==> src/design/als_pkg.sv <==
`default_nettype none

package als_pkg;

    // command codes
    localparam logic [1:0] CMD_FULL = 2'd0;
    localparam logic [1:0] CMD_ACK  = 2'd1;
    localparam logic [1:0] CMD_RESP = 2'd2;

    // link status codes
    localparam logic [1:0] LINK_OK      = 2'd0;
    localparam logic [1:0] LINK_TIMEOUT = 2'd1;

    // sequencer phases
    localparam logic [2:0] PH_IDLE     = 3'd0;
    localparam logic [2:0] PH_WR_STATE = 3'd1;
    localparam logic [2:0] PH_POLL     = 3'd2;
    localparam logic [2:0] PH_CODE     = 3'd3;
    localparam logic [2:0] PH_WR_ACK   = 3'd4;
    localparam logic [2:0] PH_POLL_ACK = 3'd5;
    localparam logic [2:0] PH_OK       = 3'd6;
    localparam logic [2:0] PH_FAIL     = 3'd7;

    // outcome codes
    localparam logic [1:0] OUT_IDLE = 2'd0;
    localparam logic [1:0] OUT_BUSY = 2'd1;
    localparam logic [1:0] OUT_OK   = 2'd2;
    localparam logic [1:0] OUT_FAIL = 2'd3;

    // slave register offsets
    localparam logic [8:0] REG_CONTROL = 9'h120;
    localparam logic [8:0] REG_STATUS  = 9'h130;
    localparam logic [8:0] REG_CODE    = 9'h134;

    localparam logic [7:0] STATE_ERR_BIT = 8'h10;
    localparam logic [7:0] STATE_NIBBLE  = 8'h0F;

    // configuration register indexes
    localparam logic [1:0] CFG_RETRY_LIMIT = 2'd0;
    localparam logic [1:0] CFG_NO_ANSWER   = 2'd1;
    localparam logic [1:0] CFG_CHANGE      = 2'd2;

    localparam logic [3:0]  RETRY_LIMIT_RST = 4'd3;
    localparam logic [31:0] NO_ANSWER_RST   = 32'd3000;
    localparam logic [31:0] CHANGE_RST      = 32'd5000;

    typedef struct packed {
        logic [3:0]  retry_limit;
        logic [31:0] no_answer_timeout;
        logic [31:0] change_timeout;
    } als_cfg_t;

    // tick fields travel separately, their width is a parameter
    typedef struct packed {
        logic [1:0]  cmd;
        logic [15:0] station_addr;
        logic [7:0]  req_state;
        logic [7:0]  known_state;
        logic [1:0]  link_status;
        logic [15:0] wkc;
        logic [15:0] read_data;
    } als_item_t;

    typedef struct packed {
        logic        send;
        logic        is_write;
        logic [8:0]  reg_offset;
        logic [15:0] target_station;
        logic [15:0] write_data;
        logic [1:0]  outcome;
        logic [7:0]  slave_state;
        logic [15:0] al_error_code;
        logic        refused;
        logic        spontaneous;
    } als_result_t;

endpackage

`default_nettype wire

==> src/design/al_state_change_sequencer.sv <==
`default_nettype none

// Channel  Direction  Handshake               Contents
// in       input      in_valid / in_stall     cmd, station and states, response fields
// out      output     out_valid / out_stall   next access, outcome, slave status
// cfg      input      cfg_valid / cfg_ready   cfg_index (0..2), cfg_data
//
// An accepted item waits in the input register while the decision logic
// computes the next access from it; the result then moves into the result
// register once that register is empty or being emptied.
// Sustained rate is one item per cycle while out_stall is low; the result
// register and the input register each hold one transaction.
// rst_n clears all sequencer state and loads the register defaults
// (retries 3, no-answer timeout 3000, change timeout 5000).
// out_stall backs up into in_stall in the same cycle once both registers
// are full; cfg_ready is always high.
module al_state_change_sequencer
    import als_pkg::*;
#(
    parameter int TICK_BITS = 32
)
(
    input  wire logic                 clk,
    input  wire logic                 rst_n,

    input  wire logic                 in_valid,
    output logic                      in_stall,
    input  wire logic [1:0]           cmd,
    input  wire logic [15:0]          station_addr,
    input  wire logic [7:0]           req_state,
    input  wire logic [7:0]           known_state,
    input  wire logic [1:0]           link_status,
    input  wire logic [15:0]          wkc,
    input  wire logic [15:0]          read_data,
    input  wire logic [TICK_BITS-1:0] tick_sent,
    input  wire logic [TICK_BITS-1:0] tick_received,

    output logic                      out_valid,
    input  wire logic                 out_stall,
    output logic                      send,
    output logic                      is_write,
    output logic [8:0]                reg_offset,
    output logic [15:0]               target_station,
    output logic [15:0]               write_data,
    output logic [1:0]                outcome,
    output logic [7:0]                slave_state,
    output logic [15:0]               al_error_code,
    output logic                      refused,
    output logic                      spontaneous,

    input  wire logic                 cfg_valid,
    output logic                      cfg_ready,
    input  wire logic [1:0]           cfg_index,
    input  wire logic [31:0]          cfg_data
);

    als_cfg_t             cfg;

    // input register
    logic                 in_valid_reg;
    als_item_t            item_reg;
    logic [TICK_BITS-1:0] sent_reg;
    logic [TICK_BITS-1:0] rx_reg;

    // result register
    logic                 out_valid_reg;
    als_result_t          res_reg;
    als_result_t          res;

    logic                 advance;
    logic                 in_take;

    // stage moves when the result slot is empty or being emptied
    assign advance   = !out_valid_reg || !out_stall;
    assign in_stall  = in_valid_reg && !advance;
    assign in_take   = in_valid && !in_stall;
    assign cfg_ready = 1'b1;

    als_cfg_regs u_cfg (
        .clk      (clk),
        .rst_n    (rst_n),
        .wr_en    (cfg_valid && cfg_ready),
        .wr_index (cfg_index),
        .wr_data  (cfg_data),
        .cfg      (cfg)
    );

    // state is updated when the item leaves the input register
    als_core #(
        .TICK_BITS (TICK_BITS)
    ) u_core (
        .clk           (clk),
        .rst_n         (rst_n),
        .step_en       (in_valid_reg && advance),
        .item          (item_reg),
        .tick_sent     (sent_reg),
        .tick_received (rx_reg),
        .cfg           (cfg),
        .res           (res)
    );

    always_ff @(posedge clk or negedge rst_n)
    begin
        if (!rst_n)
            in_valid_reg <= 1'b0;
        else if (!in_stall)
            in_valid_reg <= in_valid;
    end

    always_ff @(posedge clk)
    begin
        if (in_take)
        begin
            item_reg.cmd          <= cmd;
            item_reg.station_addr <= station_addr;
            item_reg.req_state    <= req_state;
            item_reg.known_state  <= known_state;
            item_reg.link_status  <= link_status;
            item_reg.wkc          <= wkc;
            item_reg.read_data    <= read_data;
            sent_reg              <= tick_sent;
            rx_reg                <= tick_received;
        end
    end

    always_ff @(posedge clk or negedge rst_n)
    begin
        if (!rst_n)
            out_valid_reg <= 1'b0;
        else if (advance)
            out_valid_reg <= in_valid_reg;
    end

    always_ff @(posedge clk)
    begin
        if (advance && in_valid_reg)
            res_reg <= res;
    end

    assign out_valid      = out_valid_reg;
    assign send           = res_reg.send;
    assign is_write       = res_reg.is_write;
    assign reg_offset     = res_reg.reg_offset;
    assign target_station = res_reg.target_station;
    assign write_data     = res_reg.write_data;
    assign outcome        = res_reg.outcome;
    assign slave_state    = res_reg.slave_state;
    assign al_error_code  = res_reg.al_error_code;
    assign refused        = res_reg.refused;
    assign spontaneous    = res_reg.spontaneous;

endmodule

`default_nettype wire

==> src/design/als_cfg_regs.sv <==
`default_nettype none

module als_cfg_regs
    import als_pkg::*;
(
    input  wire logic        clk,
    input  wire logic        rst_n,
    input  wire logic        wr_en,
    input  wire logic [1:0]  wr_index,
    input  wire logic [31:0] wr_data,
    output als_cfg_t         cfg
);

    als_cfg_t cfg_reg;

    always_ff @(posedge clk or negedge rst_n)
    begin
        if (!rst_n)
        begin
            cfg_reg.retry_limit       <= RETRY_LIMIT_RST;
            cfg_reg.no_answer_timeout <= NO_ANSWER_RST;
            cfg_reg.change_timeout    <= CHANGE_RST;
        end
        else if (wr_en)
        begin
            case (wr_index)
                CFG_RETRY_LIMIT: cfg_reg.retry_limit       <= wr_data[3:0];
                CFG_NO_ANSWER:   cfg_reg.no_answer_timeout <= wr_data;
                CFG_CHANGE:      cfg_reg.change_timeout    <= wr_data;
                default:         ; // unknown index: dropped
            endcase
        end
    end

    assign cfg = cfg_reg;

endmodule

`default_nettype wire

==> src/design/als_core.sv <==
`default_nettype none

module als_core
    import als_pkg::*;
#(
    parameter int TICK_BITS = 32
)
(
    input  wire logic                 clk,
    input  wire logic                 rst_n,
    input  wire logic                 step_en,
    input  wire als_item_t            item,
    input  wire logic [TICK_BITS-1:0] tick_sent,
    input  wire logic [TICK_BITS-1:0] tick_received,
    input  wire als_cfg_t             cfg,
    output als_result_t               res
);

    localparam int CMP_W = (TICK_BITS > 32) ? TICK_BITS : 32;

    logic [2:0]           phase_reg, phase_next;
    logic                 ack_only_reg, ack_only_next;
    logic [7:0]           target_reg, target_next;
    logic [7:0]           prior_reg, prior_next;
    logic [7:0]           current_reg, current_next;
    logic [15:0]          station_reg, station_next;
    logic [3:0]           retries_reg, retries_next;
    logic                 pending_reg, pending_next;
    logic [TICK_BITS-1:0] start_tick_reg, start_tick_next;
    logic                 spont_reg, spont_next;
    logic                 refused_reg, refused_next;
    logic [15:0]          code_reg, code_next;

    logic                 send;
    logic [7:0]           st;
    logic [TICK_BITS-1:0] start_eff;
    logic [TICK_BITS-1:0] elapsed;
    logic                 no_answer_expired;
    logic                 change_expired;
    logic                 wc_one;

    assign st        = item.read_data[7:0];
    assign wc_one    = (item.wkc == 16'd1);
    // a pending time mark takes the send tick of this response first
    assign start_eff = pending_reg ? tick_sent : start_tick_reg;
    assign elapsed   = tick_received - start_eff;
    assign no_answer_expired = CMP_W'(elapsed) >= CMP_W'(cfg.no_answer_timeout);
    assign change_expired    = CMP_W'(elapsed) >= CMP_W'(cfg.change_timeout);

    always_comb
    begin
        phase_next      = phase_reg;
        ack_only_next   = ack_only_reg;
        target_next     = target_reg;
        prior_next      = prior_reg;
        current_next    = current_reg;
        station_next    = station_reg;
        retries_next    = retries_reg;
        pending_next    = pending_reg;
        start_tick_next = start_tick_reg;
        spont_next      = spont_reg;
        refused_next    = refused_reg;
        code_next       = code_reg;
        send            = 1'b0;

        if (step_en)
        begin
            case (item.cmd)
                CMD_FULL, CMD_ACK:
                begin
                    station_next = item.station_addr;
                    current_next = item.known_state;
                    refused_next = 1'b0;
                    spont_next   = 1'b0;
                    retries_next = cfg.retry_limit;
                    send         = 1'b1;
                    if (item.cmd == CMD_FULL)
                    begin
                        ack_only_next = 1'b0;
                        target_next   = item.req_state;
                        prior_next    = item.known_state;
                        pending_next  = 1'b1;
                        phase_next    = PH_WR_STATE;
                    end
                    else
                    begin
                        ack_only_next = 1'b1;
                        target_next   = 8'h00;
                        phase_next    = PH_CODE;
                    end
                end
                CMD_RESP:
                begin
                    if (phase_reg >= PH_WR_STATE && phase_reg <= PH_POLL_ACK)
                    begin
                        if (item.link_status == LINK_TIMEOUT && retries_reg != 4'd0)
                        begin
                            retries_next = retries_reg - 4'd1;
                            send         = 1'b1;
                        end
                        else if (item.link_status != LINK_OK)
                        begin
                            phase_next = PH_FAIL;
                        end
                        else
                        begin
                            case (phase_reg)
                                PH_WR_STATE:
                                begin
                                    if (pending_reg)
                                    begin
                                        pending_next    = 1'b0;
                                        start_tick_next = tick_sent;
                                    end
                                    if (item.wkc == 16'd0)
                                    begin
                                        if (no_answer_expired)
                                            phase_next = PH_FAIL;
                                        else
                                        begin
                                            retries_next = cfg.retry_limit;
                                            send         = 1'b1;
                                        end
                                    end
                                    else if (!wc_one)
                                        phase_next = PH_FAIL;
                                    else
                                    begin
                                        pending_next = 1'b1;
                                        spont_next   = 1'b0;
                                        phase_next   = PH_POLL;
                                        retries_next = cfg.retry_limit;
                                        send         = 1'b1;
                                    end
                                end
                                PH_POLL:
                                begin
                                    if (!wc_one)
                                        phase_next = PH_FAIL;
                                    else
                                    begin
                                        if (pending_reg)
                                        begin
                                            pending_next    = 1'b0;
                                            start_tick_next = tick_sent;
                                        end
                                        current_next = st;
                                        if (st == target_reg)
                                            phase_next = PH_OK;
                                        else if (st != prior_reg)
                                        begin
                                            retries_next = cfg.retry_limit;
                                            send         = 1'b1;
                                            if ((st & STATE_NIBBLE) !=
                                                (prior_reg & STATE_NIBBLE))
                                            begin
                                                // slave moved on its own: follow it
                                                spont_next = 1'b1;
                                                prior_next = st;
                                            end
                                            else
                                            begin
                                                // same state with error flag: refused
                                                refused_next = 1'b1;
                                                phase_next   = PH_CODE;
                                            end
                                        end
                                        else if (change_expired)
                                            phase_next = PH_FAIL;
                                        else
                                        begin
                                            retries_next = cfg.retry_limit;
                                            send         = 1'b1;
                                        end
                                    end
                                end
                                PH_CODE:
                                begin
                                    code_next    = wc_one ? item.read_data : 16'h0000;
                                    phase_next   = PH_WR_ACK;
                                    retries_next = cfg.retry_limit;
                                    send         = 1'b1;
                                end
                                PH_WR_ACK:
                                begin
                                    if (!wc_one)
                                        phase_next = PH_FAIL;
                                    else
                                    begin
                                        pending_next = 1'b1;
                                        phase_next   = PH_POLL_ACK;
                                        retries_next = cfg.retry_limit;
                                        send         = 1'b1;
                                    end
                                end
                                PH_POLL_ACK:
                                begin
                                    if (!wc_one)
                                        phase_next = PH_FAIL;
                                    else
                                    begin
                                        if (pending_reg)
                                        begin
                                            pending_next    = 1'b0;
                                            start_tick_next = tick_sent;
                                        end
                                        current_next = st;
                                        if ((st & STATE_ERR_BIT) == 8'h00)
                                            phase_next = ack_only_reg ? PH_OK : PH_FAIL;
                                        else if (change_expired)
                                            phase_next = PH_FAIL;
                                        else
                                        begin
                                            retries_next = cfg.retry_limit;
                                            send         = 1'b1;
                                        end
                                    end
                                end
                                default: ;
                            endcase
                        end
                    end
                end
                default: ; // unused command code
            endcase
        end
    end

    // result built from the updated state
    always_comb
    begin
        res.send           = send;
        res.is_write       = 1'b0;
        res.reg_offset     = 9'h000;
        res.target_station = send ? station_next : 16'h0000;
        res.write_data     = 16'h0000;
        if (send)
        begin
            case (phase_next)
                PH_WR_STATE:
                begin
                    res.is_write   = 1'b1;
                    res.reg_offset = REG_CONTROL;
                    res.write_data = {8'h00, target_next};
                end
                PH_WR_ACK:
                begin
                    res.is_write   = 1'b1;
                    res.reg_offset = REG_CONTROL;
                    res.write_data = {8'h00, current_next};
                end
                PH_CODE: res.reg_offset = REG_CODE;
                default: res.reg_offset = REG_STATUS;
            endcase
        end
        case (phase_next)
            PH_IDLE: res.outcome = OUT_IDLE;
            PH_OK:   res.outcome = OUT_OK;
            PH_FAIL: res.outcome = OUT_FAIL;
            default: res.outcome = OUT_BUSY;
        endcase
        res.slave_state   = current_next;
        res.al_error_code = code_next;
        res.refused       = refused_next;
        res.spontaneous   = spont_next;
    end

    always_ff @(posedge clk or negedge rst_n)
    begin
        if (!rst_n)
        begin
            phase_reg      <= PH_IDLE;
            ack_only_reg   <= 1'b0;
            target_reg     <= 8'h00;
            prior_reg      <= 8'h00;
            current_reg    <= 8'h00;
            station_reg    <= 16'h0000;
            retries_reg    <= 4'd0;
            pending_reg    <= 1'b0;
            start_tick_reg <= '0;
            spont_reg      <= 1'b0;
            refused_reg    <= 1'b0;
            code_reg       <= 16'h0000;
        end
        else
        begin
            phase_reg      <= phase_next;
            ack_only_reg   <= ack_only_next;
            target_reg     <= target_next;
            prior_reg      <= prior_next;
            current_reg    <= current_next;
            station_reg    <= station_next;
            retries_reg    <= retries_next;
            pending_reg    <= pending_next;
            start_tick_reg <= start_tick_next;
            spont_reg      <= spont_next;
            refused_reg    <= refused_next;
            code_reg       <= code_next;
        end
    end

    // full start always lands in the state write
    a_full_start: assert property (@(posedge clk) disable iff (!rst_n)
        step_en && item.cmd == CMD_FULL |=> phase_reg == PH_WR_STATE)
        else $error("full start did not enter state write");

    // finished or idle sequencer ignores responses
    a_resp_ignored: assert property (@(posedge clk) disable iff (!rst_n)
        step_en && item.cmd == CMD_RESP &&
        (phase_reg == PH_IDLE || phase_reg == PH_OK || phase_reg == PH_FAIL)
        |-> !res.send ##1 $stable(phase_reg))
        else $error("response acted on while not busy");

    // no access issued together with a final outcome
    a_send_busy: assert property (@(posedge clk) disable iff (!rst_n)
        res.send |-> res.outcome == OUT_BUSY)
        else $error("access issued with final outcome");

    // writes only ever go to the control register
    a_write_ctrl: assert property (@(posedge clk) disable iff (!rst_n)
        res.is_write |-> res.send && res.reg_offset == REG_CONTROL)
        else $error("write to a register other than control");

endmodule

`default_nettype wire

==> config.mk <==
export PLATFORM = sky130hd
export DESIGN_NAME = al_state_change_sequencer
export DESIGN_NICKNAME = d
export VERILOG_FILES = /design/src/design/als_pkg.sv /design/src/design/al_state_change_sequencer.sv /design/src/design/als_cfg_regs.sv /design/src/design/als_core.sv
export SDC_FILE = /design/constraint.sdc
export NUM_CORES = 1
export LEC_CHECK = 0
export ABC_AREA = 1
export BUFFER_PORTS_ARGS = -buffer_cell sky130_fd_sc_hd__buf_2
export CORE_MARGIN = 2
export CORE_UTILIZATION = 35
export DETAILED_ROUTE_END_ITERATION = 10
export PLACE_DENSITY_LB_ADDON = 0.05
export SYNTH_ARGS = -nofsm -noshare
export SYNTH_HDL_FRONTEND = slang
export SYNTH_HIERARCHICAL = 1
export SYNTH_SLANG_ARGS = --single-unit
==> constraint.sdc <==
create_clock -name clk -period 10.64 [get_ports clk]
set_input_delay 1.064 -clock clk [delete_from_list [all_inputs] [get_ports clk]]
set_output_delay 1.064 -clock clk [all_outputs]
set_load 0.05 [all_outputs]
==> flow_summary.json <==
{
  "drive_gt1_frac": 0.206,
  "gp_congestion": 0.888,
  "post-route-period-util": 0.580,
  "grt_pass1_wl_um": 80200,
  "fin_crit_ns": 6.17,
  "slowest_delay_ns": 0.48,
  "postCtsHoldBufs": 0,
  "synth_flop_cell": "edfxtp_1",
  "drt-total-wl_um": 51700,
  "grt.met1_usage": 0.257,
  "yosys.area.top_type_share": 0.331,
  "synth_cells": 1817,
  "cts.sinks": 372,
  "dp_slack_ns": 4.43,
  "ioPinCount": 245,
  "regArea_um2": 10300,
  "core-area_um2": 52300,
  "r2r_slack_ns": 4.47,
  "grt.busiest_layer": "met2",
  "ir_drop_mv": 0.138,
  "hold_violations": 0,
  "yosysTopAreaCell": "edfxtp_1",
  "fin_nets": 2321,
  "grt_use_met3": 0.0245,
  "final_area_um2": 21600,
  "syn_area_um2": 18400,
  "max-slew-margin-rel": 0.219,
  "ctsResizeCount": 0,
  "tritoncts": "built",
  "rsz0062_at_grt": "no",
  "setup_viol": 0,
  "synth-edff-count": 203,
  "syn_area_per_cell_um2": 10.1,
  "synthTopCellsByArea": "edfxtp_1 33%, dfrtp_1 21%, nand2_1 8.2%, ha_1 6.6%, inv_1 3.7%",
  "worst-path-max-fanout": 35,
  "antenna_found_initial": 1,
  "tns_ns": 0,
  "drtAntennaViolNets": 0,
  "cap_viol_max_count": 0,
  "synth.distinct_cells": 57,
  "vias": 13800,
  "cp-start-kind": "flip-flop",
  "chipWidth_um": 233,
  "timing.final.max_slew_violations": 0,
  "viasPerCell": 4.97,
  "max_freq_mhz": 162,
  "placementRows": 84,
  "die-area_um2": 54500,
  "drc": 0,
  "reg2regPathDepth": 36,
  "fillers": 5180,
  "worstReg2RegEnd": "reg_offset[4]",
  "post_cts.repair.setup_buffers": 0,
  "outcome": "complete, no violations",
  "htreeDepth": 2,
  "arrival_ns": 6.46,
  "fin_ws_ns": 4.47,
  "ys_ff_latch": 372,
  "worstSkewPairLatency_ns": 0.58,
  "worstMarginPinSlew_ns": 1.17,
  "finalPower_mw": 4.85,
  "firstDrtPassIters": 5,
  "max-clock-path-buffers": 3,
  "critical_path.slowest_cell": "buf_4",
  "grt_start_max_net_pins": 71,
  "avgRoutedWirePerCell_um": 18.6,
  "clockRootBuffer": "clkbuf_16",
  "dpl_cell_area_um2": 20200,
  "path_class": "reg -> reg",
  "r2r-start": "u_core/pending_reg",
  "port_buffers": 243,
  "finClkSkew_ns": 0.0175,
  "leakage_nw": 9.71,
  "crit_required_ns": 10.93,
  "tritoncts.num_buffers": 43,
  "power-per-cell-area_nw_per_um2": 224,
  "met2_usage": 0.320,
  "grtUsageTotal": 0.191,
  "end_kind": "flip-flop",
  "detailed_place_hpwl_um": 36400,
  "grt-ovfl-total": 0,
  "hold_path.class": "in -> async",
  "drtIter0Drc": 784,
  "async_reset_ff_frac": 0.454,
  "synth_warnings": 6,
  "grt_pass1_vias": 13800,
  "initial_core_util": 0.352,
  "ys_seq_area_frac": 0.562,
  "area_growth_pct": 17.5,
  "clk_pin_slew_ns": 0.06,
  "die-height_um": 233,
  "cp_common_cell": "nand2_1",
  "multiInputGateArea_um2": 6870
}
==> critical path, delay by kind of cell (launching register included) <==
kind,cells,cell delay [ns]
adder cells (fa/ha/maj),3,0.89
AO/OA/AOI/OAI,7,1.40
AND/OR/NAND/NOR,22,2.37
buffers and inverters,3,0.59
flip-flops,1,0.34
XOR/XNOR,1,0.25
==> Yosys cell counts, drive strengths merged (17+ instances only) <==
cell type    n
dfrtp      155
nand3       61
buf         56
edfxtp     203
nor2       104
inv        197
o22ai       17
a21oi      105
o21ai      103
nand4       95
mux2i       30
or2         18
xor2        31
nand2      411
ha          97
clkbuf      21
==> worst max-delay path by stage <==
| stage | end | start |
|---|---|---|
| after detailed placement | write_data[6] | u_core/pending_reg |
| final | reg_offset[4] | u_core/pending_reg |
| after global routing | write_data[7] | u_core/pending_reg |
| after CTS | write_data[2] | u_core/pending_reg |
| after global placement | write_data[0] | u_core/pending_reg |
| after floorplan | write_data[4] | out_stall |
==> cells in the final DEF, fill, tap and decap left out, drive strengths merged, types with 18 or more instances in the layout <==
| master | instances |
|---|---|
| inv | 200 |
| ha | 97 |
| nor2 | 104 |
| a21oi | 105 |
| mux2i | 30 |
| clkbuf | 64 |
| nand4 | 95 |
| dfrtp | 155 |
| buf | 255 |
| nand3 | 61 |
| nand2 | 411 |
| or2 | 18 |
| edfxtp | 203 |
| xor2 | 31 |
| o21ai | 103 |
==> layer usage <==
| metal | wire [µm] | up-vias |
|---|---|---|
| li1 | - | 6691 |
| met1 | 23500 | 6730 |
| met2 | 24900 | 317 |
| met3 | 2080 | 65 |
| met4 | 1270 | 0 |
| met5 | 0 | - |
==> where the power goes <==
part           switching, mW  internal (mW)
registers             0.0874           1.71
clock network          0.605          0.945
logic                  0.985          0.521
total                   1.68           3.17
==> per-stage QoR <==
stage	cells	hold slack, ns	utilization
after floorplan	1829	0.442	-
after global placement	2695	0.453	0.385
after detailed placement	2695	0.453	0.385
after CTS	2775	0.454	0.413
after global routing	2776	0.478	0.413
final	2776	0.461	0.413
==> kinds of logic (layout without fill, tap and decap cells) <==
family                   count (synthesis)  in the layout  synth area share
flip-flops                             372            372             0.562
AND/OR/NAND/NOR                        709            709             0.177
multiplexers                            30             30            0.0163
adder cells (fa/ha/maj)                 98             98            0.0670
AO/OA/AOI/OAI                          288            288            0.0892
other                                    2             15          0.000408
XOR/XNOR                                40             40            0.0190
buffers and inverters                  278            536            0.0692
==> layout make-up <==
cell class,count,area share
Antenna cell,1,0.000116
Clock buffer,64,0.0584
Clock inverter,16,0.0101
Inverter,201,0.0354
Multi-Input combinational cell,1179,0.318
Sequential cell,372,0.478
Tap cell,688,0.0398
Timing Repair Buffer,255,0.0606
Note: power is estimated with default switching activity, not from simulation.
